<file path="src/hdl/sbon_pkg.sv">
// Shared types and codes for the shared bus ownership negotiator.
package sbon_pkg;

    // Command kinds carried by an input request.
    localparam logic [2:0] KIND_REGISTER   = 3'd0;
    localparam logic [2:0] KIND_UNREGISTER = 3'd1;
    localparam logic [2:0] KIND_REQUEST    = 3'd2;
    localparam logic [2:0] KIND_RELEASE    = 3'd3;
    localparam logic [2:0] KIND_TICK       = 3'd4;

    // Result status codes.
    localparam logic [1:0] ST_OK      = 2'd0;
    localparam logic [1:0] ST_INVALID = 2'd1;
    localparam logic [1:0] ST_TIMEOUT = 2'd2;
    localparam logic [1:0] ST_BUSY    = 2'd3;

    // Configuration register indexes.
    localparam logic [1:0] CFG_MODE            = 2'd0;
    localparam logic [1:0] CFG_DEVICE_LIMIT    = 2'd1;
    localparam logic [1:0] CFG_REQUEST_TIMEOUT = 2'd2;
    localparam logic [1:0] CFG_RELEASE_TIMEOUT = 2'd3;

    localparam int CFG_DATA_W = 16;
    localparam int MASK_W     = 8;

    typedef struct packed {
        logic [2:0]        kind;
        logic [MASK_W-1:0] slot_sel;
        logic              peer_line;
    } t_in_item;

    typedef struct packed {
        logic [1:0]        status;
        logic [MASK_W-1:0] assigned_mask;
        logic              owner_line;
        logic [MASK_W-1:0] requesters;
    } t_out_item;

    typedef struct packed {
        logic        mode;
        logic [3:0]  device_limit;
        logic [15:0] request_timeout;
        logic [15:0] release_timeout;
    } t_cfg;

endpackage

</file>
<file path="src/hdl/shared_bus_ownership_negotiator.sv">
// Top level of the shared bus ownership negotiator.
//
//  Channel  | Signals                                    | Content
//  ---------+--------------------------------------------+-----------------------------
//  input    | i_in_valid, o_in_ready, i_in_data          | command or tick request
//  output   | o_out_valid, i_out_ready, o_out_data       | status and slot masks
//  config   | i_cfg_valid, o_cfg_ready, i_cfg_index/data | register write
//
// One request is taken per cycle while the input is not stalled; each is held in the input
// register, and its result, if any, is then registered in the output register.
// The slot-mask and handshake update is combinational logic between the two registers.
// Reset is synchronous and active low; it clears all slots and the handshake state.
// A held result stalls the input only once the input register is also full.
module shared_bus_ownership_negotiator
    import sbon_pkg::*;
#(
    parameter int SLOT_COUNT = 8,
    parameter int TIMER_BITS = 16
) (
    input  logic                  i_clk,
    input  logic                  i_rst_n,
    input  logic                  i_in_valid,
    output logic                  o_in_ready,
    input  t_in_item              i_in_data,
    output logic                  o_out_valid,
    input  logic                  i_out_ready,
    output t_out_item             o_out_data,
    input  logic                  i_cfg_valid,
    output logic                  o_cfg_ready,
    input  logic [1:0]            i_cfg_index,
    input  logic [CFG_DATA_W-1:0] i_cfg_data
);

    logic      r_in_valid;
    t_in_item  r_in_item;
    logic      r_out_valid;
    t_out_item r_out_item;

    t_cfg      cfg;
    logic      fire;
    logic      emit;
    t_out_item result;

    assign fire        = r_in_valid && (!r_out_valid || i_out_ready);
    assign o_in_ready  = !r_in_valid || fire;
    assign o_out_valid = r_out_valid;
    assign o_out_data  = r_out_item;

    sbon_cfg u_cfg (
        .i_clk       (i_clk),
        .i_rst_n     (i_rst_n),
        .i_cfg_valid (i_cfg_valid),
        .o_cfg_ready (o_cfg_ready),
        .i_cfg_index (i_cfg_index),
        .i_cfg_data  (i_cfg_data),
        .o_cfg       (cfg)
    );

    sbon_step #(
        .SLOT_COUNT (SLOT_COUNT),
        .TIMER_BITS (TIMER_BITS)
    ) u_step (
        .i_clk    (i_clk),
        .i_rst_n  (i_rst_n),
        .i_fire   (fire),
        .i_item   (r_in_item),
        .i_cfg    (cfg),
        .o_emit   (emit),
        .o_result (result)
    );

    always_ff @(posedge i_clk) begin
        if (!i_rst_n) begin
            r_in_valid  <= 1'b0;
            r_out_valid <= 1'b0;
        end else begin
            if (o_in_ready) begin
                r_in_valid <= i_in_valid;
            end
            if (emit) begin
                r_out_valid <= 1'b1;
            end else if (i_out_ready) begin
                r_out_valid <= 1'b0;
            end
        end
    end

    always_ff @(posedge i_clk) begin
        if (o_in_ready && i_in_valid) begin
            r_in_item <= i_in_data;
        end
        if (emit) begin
            r_out_item <= result;
        end
    end

endmodule

</file>
<file path="src/hdl/sbon_cfg.sv">
// Configuration register file of the negotiator.
module sbon_cfg
    import sbon_pkg::*;
(
    input  logic                  i_clk,
    input  logic                  i_rst_n,
    input  logic                  i_cfg_valid,
    output logic                  o_cfg_ready,
    input  logic [1:0]            i_cfg_index,
    input  logic [CFG_DATA_W-1:0] i_cfg_data,
    output t_cfg                  o_cfg
);

    t_cfg r_cfg;
    t_cfg n_cfg;

    assign o_cfg_ready = 1'b1;
    assign o_cfg       = r_cfg;

    always_comb begin
        n_cfg = r_cfg;
        if (i_cfg_valid) begin
            case (i_cfg_index)
                CFG_MODE:            n_cfg.mode            = i_cfg_data[0];
                CFG_DEVICE_LIMIT:    n_cfg.device_limit    = i_cfg_data[3:0];
                CFG_REQUEST_TIMEOUT: n_cfg.request_timeout = i_cfg_data[15:0];
                CFG_RELEASE_TIMEOUT: n_cfg.release_timeout = i_cfg_data[15:0];
                default:             n_cfg = r_cfg;
            endcase
        end
    end

    always_ff @(posedge i_clk) begin
        if (!i_rst_n) begin
            r_cfg.mode            <= 1'b0;
            r_cfg.device_limit    <= 4'd1;
            r_cfg.request_timeout <= 16'd500;
            r_cfg.release_timeout <= 16'd500;
        end else begin
            r_cfg <= n_cfg;
        end
    end

endmodule

</file>
<file path="src/hdl/sbon_step.sv">
// Slot masks, handshake state and the combinational command update.
module sbon_step
    import sbon_pkg::*;
#(
    parameter int SLOT_COUNT = 8,
    parameter int TIMER_BITS = 16
) (
    input  logic      i_clk,
    input  logic      i_rst_n,
    input  logic      i_fire,
    input  t_in_item  i_item,
    input  t_cfg      i_cfg,
    output logic      o_emit,
    output t_out_item o_result
);

    localparam int SLOT_W = (SLOT_COUNT < MASK_W) ? SLOT_COUNT : MASK_W;

    typedef enum logic [2:0] {
        PH_IDLE  = 3'b001,
        PH_CLAIM = 3'b010,
        PH_YIELD = 3'b100
    } t_phase;

    logic [SLOT_W-1:0]     r_registered, n_registered;
    logic [MASK_W-1:0]     r_requesting, n_requesting;
    logic                  r_drive, n_drive;
    t_phase                r_phase, n_phase;
    logic [TIMER_BITS-1:0] r_countdown, n_countdown;

    logic [SLOT_W-1:0]     free_slots;
    logic [SLOT_W-1:0]     grant;
    logic [TIMER_BITS-1:0] cd_dec;
    logic                  emit;
    logic [1:0]            status;
    logic [MASK_W-1:0]     assigned;

    // Saturate a 16-bit timeout to the counter width; zero counts as one tick.
    function automatic logic [TIMER_BITS-1:0] load_timer(input logic [15:0] t);
        logic [TIMER_BITS-1:0] v;
        v = ((32'(t) >> TIMER_BITS) != 32'd0) ? '1 : TIMER_BITS'(t);
        if (v == '0) begin
            v = TIMER_BITS'(1);
        end
        return v;
    endfunction

    always_comb begin
        for (int i = 0; i < SLOT_W; i++) begin
            free_slots[i] = !r_registered[i] && (4'(i) < i_cfg.device_limit);
        end
    end

    // Isolate the lowest free slot.
    assign grant  = free_slots & (~free_slots + SLOT_W'(1));
    assign cd_dec = (r_countdown != '0) ? r_countdown - TIMER_BITS'(1) : '0;

    always_comb begin
        n_registered = r_registered;
        n_requesting = r_requesting;
        n_drive      = r_drive;
        n_phase      = r_phase;
        n_countdown  = r_countdown;
        emit         = 1'b0;
        status       = ST_OK;
        assigned     = '0;

        case (i_item.kind)
            KIND_TICK: begin
                if (r_phase != PH_IDLE) begin
                    if (i_item.peer_line == r_drive) begin
                        n_phase     = PH_IDLE;
                        n_countdown = '0;
                        emit        = 1'b1;
                    end else if (cd_dec == '0) begin
                        n_phase     = PH_IDLE;
                        n_countdown = '0;
                        emit        = 1'b1;
                        status      = ST_TIMEOUT;
                    end else begin
                        n_countdown = cd_dec;
                    end
                end
            end
            KIND_REGISTER, KIND_UNREGISTER, KIND_REQUEST, KIND_RELEASE: begin
                emit = 1'b1;
                if (r_phase != PH_IDLE) begin
                    status = ST_BUSY;
                end else if (i_item.kind == KIND_REGISTER) begin
                    n_registered = r_registered | grant;
                    n_requesting = r_requesting | MASK_W'(grant);
                    assigned     = MASK_W'(grant);
                end else if (i_item.kind == KIND_UNREGISTER) begin
                    n_registered = r_registered & ~i_item.slot_sel[SLOT_W-1:0];
                end else if ((i_item.slot_sel & MASK_W'(r_registered)) == '0) begin
                    status = ST_INVALID;
                end else if (i_item.kind == KIND_REQUEST) begin
                    n_requesting = r_requesting | i_item.slot_sel;
                    // The first requester claims the bus; mock mode answers at once.
                    if (r_requesting == '0 && !i_cfg.mode) begin
                        emit        = 1'b0;
                        n_drive     = 1'b0;
                        n_phase     = PH_CLAIM;
                        n_countdown = load_timer(i_cfg.request_timeout);
                    end
                end else if (r_requesting == i_item.slot_sel) begin
                    n_requesting = '0;
                    if (!i_cfg.mode) begin
                        emit        = 1'b0;
                        n_drive     = 1'b1;
                        n_phase     = PH_YIELD;
                        n_countdown = load_timer(i_cfg.release_timeout);
                    end
                end else begin
                    n_requesting = r_requesting & ~i_item.slot_sel;
                end
            end
            default: begin
                emit = 1'b0;
            end
        endcase
    end

    assign o_emit                 = i_fire && emit;
    assign o_result.status        = status;
    assign o_result.assigned_mask = assigned;
    assign o_result.owner_line    = r_drive;
    assign o_result.requesters    = n_requesting;

    always_ff @(posedge i_clk) begin
        if (!i_rst_n) begin
            r_registered <= '0;
            r_requesting <= '0;
            r_drive      <= 1'b0;
            r_phase      <= PH_IDLE;
            r_countdown  <= '0;
        end else if (i_fire) begin
            r_registered <= n_registered;
            r_requesting <= n_requesting;
            r_drive      <= n_drive;
            r_phase      <= n_phase;
            r_countdown  <= n_countdown;
        end
    end

endmodule

</file>
<file path="config.mk">
export PLATFORM = sky130hd
export DESIGN_NAME = shared_bus_ownership_negotiator
export DESIGN_NICKNAME = d
export VERILOG_FILES = /design/src/hdl/sbon_pkg.sv /design/src/hdl/shared_bus_ownership_negotiator.sv /design/src/hdl/sbon_cfg.sv /design/src/hdl/sbon_step.sv
export SDC_FILE = /design/constraint.sdc
export NUM_CORES = 1
export LEC_CHECK = 0
export ABC_AREA = 0
export ABC_CLOCK_PERIOD_IN_PS = 3600
export BUFFER_PORTS_ARGS = -buffer_cell sky130_fd_sc_hd__buf_2
export CAP_MARGIN = 25
export CORE_ASPECT_RATIO = 1.4
export CORE_UTILIZATION = 50
export CTS_BUF_LIST = sky130_fd_sc_hd__clkbuf_2
export DETAILED_ROUTE_END_ITERATION = 8
export HOLD_SLACK_MARGIN = 0.12
export PLACE_DENSITY = 0.69
export SETUP_SLACK_MARGIN = 0.1
export SLEW_MARGIN = 15
export SYNTH_ARGS = -nofsm -noshare
export SYNTH_HDL_FRONTEND = slang
export SYNTH_HIERARCHICAL = 1
export SYNTH_SLANG_ARGS = --single-unit
export TNS_END_PERCENT = 1
</file>
<file path="constraint.sdc">
create_clock -name i_clk -period 3.6 [get_ports i_clk]
set_clock_uncertainty 0.15 [all_clocks]
set_input_delay 0.18 -clock i_clk [delete_from_list [all_inputs] [get_ports i_clk]]
set_output_delay 0.18 -clock i_clk [all_outputs]
set_load 0.01 [all_outputs]
</file>
Word level (Yosys, flattened, before mapping):

Index checks and enable logic that the tools add are counted.

* $add $sub $neg: 2
* $mul: 0
* divide/modulo/power cells: 0
* magnitude comparators: 8
* equality and inequality tests: 21
* shifts and indexed selects: 0
* multiplexer cells: 62
* bitwise gates (word level): 14
* reductions and logical operators: 47

Operators by type and width (number)
* $mux 16: 14
* $mux 8: 9
* $logic_not 16->1: 3
* $mux 3: 11
* $and 8x8->8: 4
* $pmux 16 s2: 1
* $or 8x8->8: 3
* $mux 1: 18
* $logic_not 8->1: 2
* $lt 3x4->1 const A: 4
* $not 8->8: 2
* $reduce_bool 16->1: 1
* $sub 16x1->16 const B: 1
* $logic_and 1x1->1: 12
* $mux 2: 6
* $logic_not 1->1: 11
* $reduce_and 11->1: 1
* $ne 2x2->1 const B: 5
* $reduce_and 10->1: 1
* $ne 3x1->1 const B: 3
* $reduce_and 9->1: 1
* $add 8x1->8 const B: 1
* $eq 8x8->1: 1
* $lt 1x4->1 const A: 2
* other kinds (22): 37

* register bits: 106
* latch bits: 0
* bits in writable memories: 0
* memory bits (read-only): 0
* input bits: 35
* output and inout bits: 22
* logic and storage cells: 172
* memories kept: 0

Logic depth before layout (Yosys ltp):

* depth in word-level cells: 11
* mapped depth: 10
* depth with buffers taken out: 9

Cells and area by module:

Netlist, hierarchy kept.

By module, submodules not included
* sbon_step: instances 1, cells each 451, area an instance 3249.4 sq um, sequential area each 720.7 sq um
* sbon_cfg: instances 1, cells each 144, area an instance 1477.7 sq um, sequential area each 740.7 sq um
* shared_bus_ownership_negotiator: instances 1, cells each 40, area an instance 1034.7 sq um, sequential area each 970.9 sq um

Worst setup path after synthesis:

No wires, ideal clock.

* path type: register -> register
* start: register u_step.r_countdown[0]
* end: register r_out_item, in the netlist o_out_data[0] (enable)
* setup time: 0.378 ns
* arrival time: 2.572 ns
* data required time: 3.072 ns
* setup slack: 0.500 ns
* stages on the path, launching flop included: 9
* buffers on the path: 0
* period minus slack after synthesis: 3.100 ns
* cell sequence: dfxtp_1 -> inv_1 -> ha_1 -> nor3b_1 -> xor2_1 -> o31ai_1 -> nand3_1 -> o21ai_2 -> and2_1

* cells in the longest elaborated chain, start to end: 8
* elaborated cells between the ends (all ways): 9
* classes of those cells: add/sub (1); mux (5); reduce/logical (3)

RTL lines
* start: declaration: line sbon_step.sv:29 `logic [TIMER_BITS-1:0] r_countdown, n_countdown;`
* start signal: assignment: line sbon_step.sv:142 `r_countdown <= n_countdown;`
* $sub 16x1->16 or $reduce_bool 16->1 (tied branches): line sbon_step.sv:56 `assign cd_dec = (r_countdown != '0) ? r_countdown - TIMER_BITS'(1) : '0;`
* $mux 16 *: line sbon_step.sv:56
* $logic_not 16->1 *: line sbon_step.sv:75 `end else if (cd_dec == '0) begin`
* $mux 1 *: line sbon_step.sv:75
* $mux 1 *: line sbon_step.sv:71 `if (i_item.peer_line == r_drive) begin`
* $mux 1 *: line sbon_step.sv:70 `if (r_phase != PH_IDLE) begin`
* $pmux 1 s2 *: line sbon_step.sv:68 `case (i_item.kind)`
* $logic_and 1x1->1 *: line sbon_step.sv:124 `assign o_emit = i_fire && emit;`
* via emit: line shared_bus_ownership_negotiator.sv:41 `logic emit;`
* end signal: assignment: line shared_bus_ownership_negotiator.sv:93 `r_out_item <= result;`
* end: declaration: line shared_bus_ownership_negotiator.sv:37 `t_out_item r_out_item;`

The timed path passes the listed nets; every way through them passes the cells marked *.
A chain may end at the register's enable or synchronous reset.

Worst setup path after layout:

* start: register u_step.r_countdown[6]
* end: register r_out_item, in the netlist o_out_data[6] (enable)

The elaborated chain is that of the path after synthesis.

==> impl_metrics.yaml <==
synthesis:
  synth_area_per_cell_um2: 9.07
  synth_nets: 688
  synth_area_um2: 5760
  synthTopCellsByArea: "dfxtp_1, edfxtp_1, mux2i_1"
  synth.distinct_cells: 72
  yosysTopAreaCellShare_pct: 26.1
  synth-edff-count: 31
  synth_top_area_cell: "dfxtp_1"
  ys_seq_elements: 106
  ys_warn_count: 6
  synthFlopType: "dfxtp_1"
  async_flop_share_pct: 0
  synth_cells: 635
  ys_seq_area_share_pct: 42.2
setup_path:
  worst-path-buf-inv: 1
  startpoint: "u_step/r_countdown[6]"
  cp-end-kind: "flip-flop"
  critPathTopFamily: "simple AND/OR/NAND/NOR gates"
  r2r-end: "o_out_data[6]"
  crit_path_start_kind: "flip-flop"
  cpMaxStageDelayCell: "nor4_1"
  crit_type: "reg2reg"
  cp_num_cells: 7
  cp.required_ns: 3.75
  r2r_start: "u_step/r_countdown[6]"
  rr_worst_depth: 7
  endpoint: "o_out_data[6]"
  rrSetupSlack_ns: 0.34
  cp.arrival_ns: 3.41
  slowest_delay_ns: 0.78
  crit_fanout: 20
  path_cells: "nor4_1 -> nand4_1 -> xor2_1 -> nand3_1 -> o21ai_2 -> and2_1 -> buf_4"
run:
  cap_violations: 0
placed_design:
  gp_congestion: 0.928
  dp_hpwl_um: 12100
  portBuffers: 55
final_layout:
  mostFrequentLayoutCell: "nand2_1"
  drive_gt1_share_pct: 13.9
  syn_to_final_growth_pct: 20.0
  num-nets-final: 795
  mostFrequentLayoutCells: "nand2_1, dfxtp_1, dlygate4sd3_1"
grt:
  grt_pass1_vias: 5473
  grt.total_usage_pct: 29.9
  grt_pass1_wl_um: 27300
  antenna_found_initial: 1
  grt_overflow_total: 0
  grt_max_degree: 77
clocking:
  clock_latency_ns: 0.59
  clk_pin_slew_worst_paths_ns: 0.29
  cts.sink_count: 106
  htreeDepth: 3
  root_buffer: "clkbuf_2"
  post_cts_buffers: 0
  cts_resized: 0
  cts_tree: "built"
  clockBufferDepth: 2
  cts_buffers: 9
drt:
  via_count: 5487
  drcViolationCount: 0
  first_pass_iters: 5
  ant_nets: 0
  drt_iter0_drc: 354
  wirelength_um: 17200
  viasPerCell: 6.15
  wl_per_cell_um: 19.3
min_path:
  min_path_type: "in2reg"
sta:
  tightestPinTransition_ns: 0.954
  setup_viol: 0
  max_freq_mhz: 307
  min_period_ns: 3.26
  hold_viol_final: 0
  slew_violations: 0
  maxSlewHeadroom_pct: 36.3
  period_share_pct: 90.5
  finalSetupTns_ns: 0
  rsz0062_at_grt: "false"
floorplanning:
  dieHeight_um: 129
  rows: 46
  die-area_um2: 12000
  initial_core_util_pct: 51.1
  fp.dieW_um: 92.7
  coreArea_um2: 11300
  io-pin-count: 57
pwr:
  leakage_nw: 2.90
  power_density_nw_per_um2: 318
  power_mw: 2.20
  peakVddDrop_v: 0.000170
status:
  outcome: "finished clean"
-- where the power goes --
group / internal, mW / leakage, nW / switching (mW)
registers: 1.26 / 0.911 / 0.0286
logic: 0.115 / 1.90 / 0.138
clock network: 0.237 / 0.0862 / 0.416
total: 1.61 / 2.90 / 0.583
-- state kept, by name (all words and copies together) (netlist names) --
signal	flops
u_cfg/o_cfg	37
u_step/r_requesting	8
u_step/r_countdown	16
r_in_valid	1
u_step/r_phase	3
r_in_item	12
u_step/r_drive	1
o_out_data	19
o_out_valid	1
u_step/r_registered	8
-- synthesized netlist by cell type, types with 6 or more instances --
cell      count
dfxtp_1      75
a21oi_1      36
nand3_1      19
inv_1        35
o22ai_1       8
mux2i_1      50
edfxtp_1     31
and2_1        6
nor3_1       18
o21ai_0      21
a311oi_1      7
ha_1         18
a41oi_1       6
buf_2        11
nor4_1       17
nor2b_1      19
nand2_1      81
clkbuf_1     20
a31oi_1      11
nor2_1       35
-- layer usage --
layer | wire (µm) | vias up | track usage (%) | share of wire (%)
met4 | 1290 | 0 | 24.8 | 7.5
met3 | 850 | 80 | 4.58 | 4.9
met1 | 6260 | 2620 | 31.3 | 36
li1 | - | 2550 | - | -
met5 | 0 | - | 0 | 0
met2 | 8810 | 237 | 52.6 | 51
-- cells by family (layout without fill, tap and decap cells) --
logic type	after synthesis	in the layout	synth area share [%]
xor gates and xnor gates	6	6	0.912
DFF	106	106	42.2
and+or+nand+nor	241	241	22.3
other	1	2	0.0651
buffers and inverters	72	184	5.47
muxes	50	50	8.69
adders and majority gates	18	18	3.91
AOI/OAI and AO/OA	141	141	16.4
-- worst min path at each step --
stage | cells after the start | slack (ns) | start | endpoint
final | 2 | 0.16 | i_in_data[1] | r_in_item[1]
after global routing | 2 | 0.13 | i_in_data[6] | r_in_item[6]
after CTS | 2 | 0.13 | i_in_data[5] | r_in_item[5]
after detailed placement | 1 | 0.21 | i_in_data[0] | r_in_item[0]
after global placement | 1 | 0.21 | i_in_data[0] | r_in_item[0]
after floorplan | 0 | 0.13 | i_in_data[0] | r_in_item[0]
-- final cells by class --
type                    instances  area [µm²]
flip-flops and latches        106        2430
inverters                      35         131
clock inverters                 7        97.6
diodes                          1        2.50
well taps                     144         180
multi-input cells             457        3010
fillers                      1033        4370
repair buffers                133        1010
clock buffers                   9        45.0
-- worst reg2reg max path: stages, from the launching register on --
cell     delay [ns]
dfxtp_1        0.45
nor4_1         0.78
nand4_1        0.27
xor2_1         0.34
nand3_1        0.22
o21ai_2        0.31
and2_1         0.17
buf_4          0.27
-- timing repair --
action	in CTS	in global routing
hold endpoints to repair	77	1
endpoints found under the setup margin	0	0
hold buffers	58	1
-- per-stage QoR --
| stage | utilization, % | worst slack (ns) | hold slack [ns] | area, µm² | instances |
|---|---|---|---|---|---|
| final | 61.3 | 0.343 | 0.163 | 6910 | 892 |
| after global routing | 61.3 | 0.171 | 0.131 | 6910 | 892 |
| after CTS | 61.2 | 0.435 | 0.126 | 6900 | 890 |
| after detailed placement | 54.7 | 0.484 | 0.209 | 6180 | 816 |
| after global placement | 54.7 | 0.580 | 0.206 | 6180 | 816 |
| after floorplan | - | 0.500 | 0.129 | 5760 | 635 |
(Power assumes the default switching activity.)
